==> src/design/wpr_pkg.sv <==
package wpr_pkg;

  localparam int MaxNodes     = 64;
  localparam int IdxW         = 6;
  localparam int RankFracBits = 30;
  localparam int RankW        = 32;
  localparam int CntW         = 7;
  localparam int HalfW        = 8;
  localparam int SiW          = 13;
  localparam int SoW          = 14;
  localparam int DivW         = 40;
  localparam int AccW         = 40;
  localparam int SweepW       = 16;
  localparam int DampW        = 16;
  localparam int CfgIdxW      = 2;
  localparam int CfgDataW     = 32;

  localparam logic [RankW-1:0] RankCap = {RankW{1'b1}};

  typedef enum logic [1:0] {
    ActLoad = 2'd0,
    ActEdge = 2'd1,
    ActRun  = 2'd2
  } action_e;

  localparam logic [CfgIdxW-1:0] CfgDamping   = 2'd0;
  localparam logic [CfgIdxW-1:0] CfgThreshold = 2'd1;
  localparam logic [CfgIdxW-1:0] CfgMaxIter   = 2'd2;
  localparam logic [CfgIdxW-1:0] CfgNodeCount = 2'd3;

  // Write request into the graph store
  typedef struct packed {
    logic            cnt_we;
    logic            edge_we;
    logic [IdxW-1:0] node;
    logic [IdxW-1:0] target;
    logic            edge_bit;
    logic [CntW-1:0] in_links;
    logic [CntW-1:0] out_links;
  } wpr_wr_t;

  // Out count in half units: zero counts as one half
  function automatic logic [HalfW-1:0] half_out(input logic [CntW-1:0] cnt);
    half_out = (cnt == '0) ? HalfW'(1) : {cnt, 1'b0};
  endfunction

endpackage

==> src/design/wpr_div.sv <==
module wpr_div (
  input  logic                      clk_i,
  input  logic                      rst_ni,
  input  logic                      start_i,
  input  logic [wpr_pkg::DivW-1:0]  dividend_i,
  input  logic [wpr_pkg::SoW-1:0]   divisor_i,
  output logic                      done_o,
  output logic [wpr_pkg::DivW-1:0]  quot_o
);
  import wpr_pkg::*;

  localparam int CntBits = $clog2(DivW);

  logic               busy_q;
  logic               done_q;
  logic [CntBits-1:0] cnt_q;
  logic [SoW-1:0]     rem_q;
  logic [SoW-1:0]     dvs_q;
  logic [DivW-1:0]    quo_q;
  logic [SoW:0]       trial;
  logic               fits;

  assign trial = {rem_q, quo_q[DivW-1]};
  assign fits  = trial >= {1'b0, dvs_q};

  // restoring division, one quotient bit per cycle
  always_ff @(posedge clk_i or negedge rst_ni) begin
    if (!rst_ni) begin
      busy_q <= 1'b0;
      done_q <= 1'b0;
      cnt_q  <= '0;
      rem_q  <= '0;
      dvs_q  <= '0;
      quo_q  <= '0;
    end else begin
      done_q <= 1'b0;
      if (start_i) begin
        busy_q <= 1'b1;
        cnt_q  <= '0;
        rem_q  <= '0;
        dvs_q  <= divisor_i;
        quo_q  <= dividend_i;
      end else if (busy_q) begin
        rem_q <= fits ? SoW'(trial - {1'b0, dvs_q}) : SoW'(trial);
        quo_q <= {quo_q[DivW-2:0], fits};
        cnt_q <= cnt_q + 1'b1;
        if (cnt_q == CntBits'(DivW - 1)) begin
          busy_q <= 1'b0;
          done_q <= 1'b1;
        end
      end
    end
  end

  assign done_o = done_q;
  assign quot_o = quo_q;

endmodule

==> config.mk <==
export PLATFORM = sky130hd
export DESIGN_NAME = wpr_div
export DESIGN_NICKNAME = d
export VERILOG_FILES = /design/src/design/wpr_pkg.sv /design/src/design/wpr_div.sv
export SDC_FILE = /design/constraint.sdc
export NUM_CORES = 1
export LEC_CHECK = 0
export ABC_CLOCK_PERIOD_IN_PS = 4440
export BUFFER_PORTS_ARGS = -buffer_cell sky130_fd_sc_hd__buf_2
export CAP_MARGIN = 40
export CORE_ASPECT_RATIO = 0.5
export CORE_UTILIZATION = 58
export DETAILED_ROUTE_END_ITERATION = 6
export GPL_ROUTABILITY_DRIVEN = 0
export PLACE_DENSITY_LB_ADDON = 0.08
export SLEW_MARGIN = 20
export SYNTH_ARGS = -nofsm -noshare
export SYNTH_HDL_FRONTEND = slang
export SYNTH_SLANG_ARGS = --single-unit
==> constraint.sdc <==
create_clock -name clk_i -period 4.44 [get_ports clk_i]
set_input_delay 0.444 -clock clk_i [delete_from_list [all_inputs] [get_ports clk_i]]
set_output_delay 0.444 -clock clk_i [all_outputs]
set_load 0.05 [all_outputs]
# Word level (Yosys, flattened, before mapping)
# Index checks and enable logic that the tools add are counted.
[totals] reg_bits=76 in_bits=57 output_inout_bits=41 word_cells=24
[classes] add_sub_neg=2 order_cmp=1 n_eq_ne=1 muxes=13 n_reduce_logical=1
[op_table] op="2-to-1 mux 40 bit" count=2
[op_table] op="2-to-1 mux 14 bit" count=3
[op_table] op="greater-or-equal comparator 15 x 14 -> 1 bit" count=1
[op_table] op="subtractor 14 bit" count=1
[op_table] op="2-to-1 mux 6 bit" count=2
[op_table] op="adder 6 x 1 -> 6 bit, second input constant" count=1
[op_table] op="equality test 6 bit, second input constant" count=1
[op_table] op="2-to-1 mux 1 bit" count=6
[op_table] op="nonzero test 2 bit" count=1

# Longest topological paths before layout
[depth] ltp_word=4 mapped_depth=10 depth_no_buf=9

# Least setup slack after synthesis
# No wires, ideal clock.
[synth_path] path_type="flip-flop to flip-flop" start="register quo_q[39], in the netlist quot_o[39]" end="register rem_q[8]" setup_time_ns=0.099 arrival_time_ns=2.305 t_required_ns=4.341 slack_ns=2.036 path_stages_with_launch=10 path_buffers=0 synth_period_minus_slack_ns=2.404 cell_sequence="dfrtp_1 > inv_1 > ha_1 > fa_1 > nand2b_1 > a21oi_1 > and2_1 > o22ai_1 > xor2_1 > a311oi_1"
[synth_between] elab_chain_cells=4 word_cells_on_any_way=5 classes_between="add/sub: 1; order compare: 1; mux: 3"
[synth_lines] item="from (decl)" line="wpr_div.sv:19" text="logic [DivW-1:0] quo_q;"
[synth_lines] item="from (signal assigned)" line="wpr_div.sv:42" text="quo_q <= dividend_i;"
[synth_lines] item="from (signal assigned)" line="wpr_div.sv:45" text="quo_q <= {quo_q[DivW-2:0], fits};"
[synth_lines] item="subtractor 14 bit / greater-or-equal comparator 15 x 14 -> 1 bit (equally long branches)" line="wpr_div.sv:44, wpr_div.sv:24"
[synth_lines] item="2-to-1 mux 14 bit *" line="wpr_div.sv:44" text="rem_q <= fits ? SoW'(trial - {1'b0, dvs_q}) : SoW'(trial);"
[synth_lines] item="2-to-1 mux 14 bit *" line="wpr_div.sv:43" text="end else if (busy_q) begin"
[synth_lines] item="2-to-1 mux 14 bit *" line="wpr_div.sv:37" text="if (start_i) begin"
[synth_lines] item="to (signal assigned)" line="wpr_div.sv:44"
[synth_lines] item="to (decl)" line="wpr_div.sv:17" text="logic [SoW-1:0] rem_q;"
# Every way passes the cells marked *; elsewhere a longest branch is shown, timed or not. The select of a mux whose other input is x is not followed.
# A chain may end at the register's enable or synchronous reset.

# Worst setup path after layout
[layout_path] start="register rem_q[11]" end="register rem_q[13]"
[layout_between] elab_chain_cells=4 word_cells_on_any_way=5 classes_between="add/sub: 1; order compare: 1; mux: 3"
[layout_lines] item="subtractor 14 bit / greater-or-equal comparator 15 x 14 -> 1 bit (equally long branches)" line="wpr_div.sv:44, wpr_div.sv:24"
[layout_lines] item="2-to-1 mux 14 bit *" line="wpr_div.sv:44"
[layout_lines] item="2-to-1 mux 14 bit *" line="wpr_div.sv:43"
[layout_lines] item="2-to-1 mux 14 bit *" line="wpr_div.sv:37"
# Marks and branches as above.

==> out/qor.yml <==
critical-path-slowest-cell: "nor2_2"
critPathArrivalTime_ns: 2.67
crit_required_ns: 4.67
grt_pass1_vias: 3429
diodes: 0
cts_buffer_depth: 2
cts_resized: 0
syn-cell-area_mm2: 0.00424
fin_area_mm2: 0.00513
die_h_um: 62.4
dp_slack_ns: 2.03
post-place-cells: 613
final_cells: 630
antenna_found_initial: 0
ant_nets: 0
place_area_mm2: 0.00482
numCtsBuffers: 9
crit_chain: "ha_1, a21o_1, a211o_1, nor2_2, nand3_1, a311oi_1"
synthArstFlopShare_pct: 100
tns_ns: 0
synth_edf_count: 0
worst_r2r_endpoint: "rem_q[13]"
syn_avg_cell_area_um2: 9.47
vias_per_cell: 5.69
synth_top_area_share_pct: 44.9
overflow: 0
yosysMostFrequentCell: "dfrtp_1"
drv_cap: 0
yosysSeqAreaShare_pct: 44.9
grt_pass1_wl_um: 16200
worst_setup_path_start_kind: "register"
htree_levels: 3
holdWs_ns: 0.313
synth_top_area_cell: "dfrtp_1"
track_usage_pct: 27.3
outcome: "completed"
relSlewSlack_pct: 50.7
syn_nets: 520
clock-sinks: 76
dieArea_mm2: 0.00767
io_buffers: 97
num_vias: 3586
fin_util_pct: 74.8
fin_worst_skew_ns: 0.00503
rows: 21
r2r_start: "rem_q[11]"
dp_hpwl_um: 6420
hold_viol: 0
final_nets: 606
power_density_mw_per_mm2: 506
pin_count: 98
synthFlopType: "dfrtp_1"
start_util_pct: 61.8
yosysWarnings: 0
maxSlewViolCount: 0
cpLargestDelayFamily: "compound AO/OA/AOI/OAI gates"
leakagePower_nw: 2.74
fmax_mhz: 410
regToRegSetupSlack_ns: 2.00
worstSkewPairLatency_ns: 0.34
drt_iter0_drc: 211
synth-seq-cells: 76
worst_r2r_path_depth: 6
synthTopCellsByArea: "dfrtp_1 (45%), mux2i_1 (9.7%), o21ai_0 (6.6%)"
power_mw: 2.60
ir_drop_v: 0.000278
drt-total-wl_um: 9550
hold_path.class: "primary input to register"
yosysUniqueCellTypes: 58
min_from: "dividend_i[25]"
setup_viol: 0
layout-area-overhead-vs-synth_pct: 21.2
fp.dieW_um: 123
critPathMaxStageDelay_ns: 0.58
rsz0062_at_grt: "false"
crit_buf_inv: 0
drive_above_1_share_pct: 24.3
postLayoutSetupSlackWorst_ns: 2.00
drt_pre_antenna_iters: 4
multiInputGateArea_mm2: 0.00214
period_share_pct: 54.9
hold_depth: 3
worst_pin_slew_ns: 0.738
synthCells: 447
nFillCells: 492
cts_tree: "done"
synth_commonest_cells: "dfrtp_1 (76), nand2_1 (63), o21ai_0 (56)"
min_period_ns: 2.44
root_buffer: "clkbuf_16"
drc_errors: 0
holdPathEnd: "quot_o[25]"
clk_pin_slew_ns: 0.05
core-area_mm2: 0.00686
endpoint_kind: "register"
grt_max_degree: 88
wl_per_cell_um: 15.2
path_class: "register to register"
final-seq-area_mm2: 0.00191
crit_fanout: 17
-- power breakdown --
part | internal (mW) | total, mW | switching [mW]
logic | 0.367 | 0.988 | 0.621
clock network | 0.464 | 0.741 | 0.277
registers | 0.789 | 0.867 | 0.0781
total | 1.62 | 2.60 | 0.976
-- area by class of cell --
class,count,share of cell area [%]
repair buffers,102,11.5
flip-flops and latches,76,37.1
clock inverters,4,0.927
inverters,21,1.54
clock buffers,12,5.00
multi-input cells,323,41.6
well taps,92,2.24
-- cell families after synthesis --
family                   count (synthesis)  synth area share (%)
flip-flops                              76                  44.9
AO/OA/AOI/OAI                          122                  19.3
multiplexers                            42                  9.96
buffers and inverters                   48                  4.64
adder cells (fa/ha/maj)                 16                  4.90
XOR/XNOR                                10                  2.07
AND/OR/NAND/NOR                        133                  14.2
-- registers in the layout (all words and copies together) (netlist names) --
name	flops
cnt_q	6
rem_q	14
busy_q	1
done_o	1
quot_o	40
dvs_q	14
-- worst register-to-register path: cells and delay by family, from the launching register on --
family / cells / cell delay (ns)
compound gates: 3 / 0.84
fa+ha+maj: 1 / 0.37
flops: 1 / 0.39
simple gates: 2 / 0.73
-- cells in the final DEF (no fill, tap or decap), types with 2 or more instances in the layout --
cell type	instances
a221oi_1	2
clkbuf_8	2
a21o_1	5
o21ai_0	56
inv_1	21
nand2_1	63
nand3_1	15
ha_1	15
a21oi_4	2
a21oi_1	10
dfrtp_1	75
xnor2_1	5
clkbuf_16	9
mux2i_1	41
or3_1	2
o31a_1	2
nor3_1	3
and2_1	2
o21bai_1	6
xor2_1	5
a21oi_2	2
o22ai_1	2
a211o_1	4
nand4_1	3
o21ai_1	3
nand2b_1	3
buf_16	3
clkinv_2	2
o211ai_1	3
buf_4	3
a311oi_1	13
buf_2	95
nor2_1	29
a41oi_1	2
-- per-layer routing --
| metal | global-route usage (%) | share of wire (%) |
|---|---|---|
| met1 | 38.6 | 48 |
| met2 | 39.7 | 43 |
| met3 | 9.31 | 8.4 |
| met4 | 7.62 | 0.90 |
| met5 | 0 | 0 |
-- repair_timing --
| item | CTS | global route |
|---|---|---|
| endpoints found under the setup margin | 0 | 0 |
| endpoints found under the hold margin | 18 | 0 |
| hold buffers | 1 | 0 |
| buffers inserted | 0 | 0 |
-- worst max-delay path by stage --
stage	depth (start not counted)	slack, ns	endpoint	startpoint
2_1_floorplan	9	2.04	rem_q[8]	quot_o[39]
3_3_place_gp	6	2.07	rem_q[13]	rem_q[11]
3_5_place_dp	6	2.03	rem_q[6]	rem_q[11]
4_1_cts	7	2.01	rem_q[13]	rem_q[7]
5_1_grt	7	1.79	rem_q[13]	rem_q[7]
6_report	6	2.00	rem_q[13]	rem_q[11]
(Power assumes the default switching activity.)
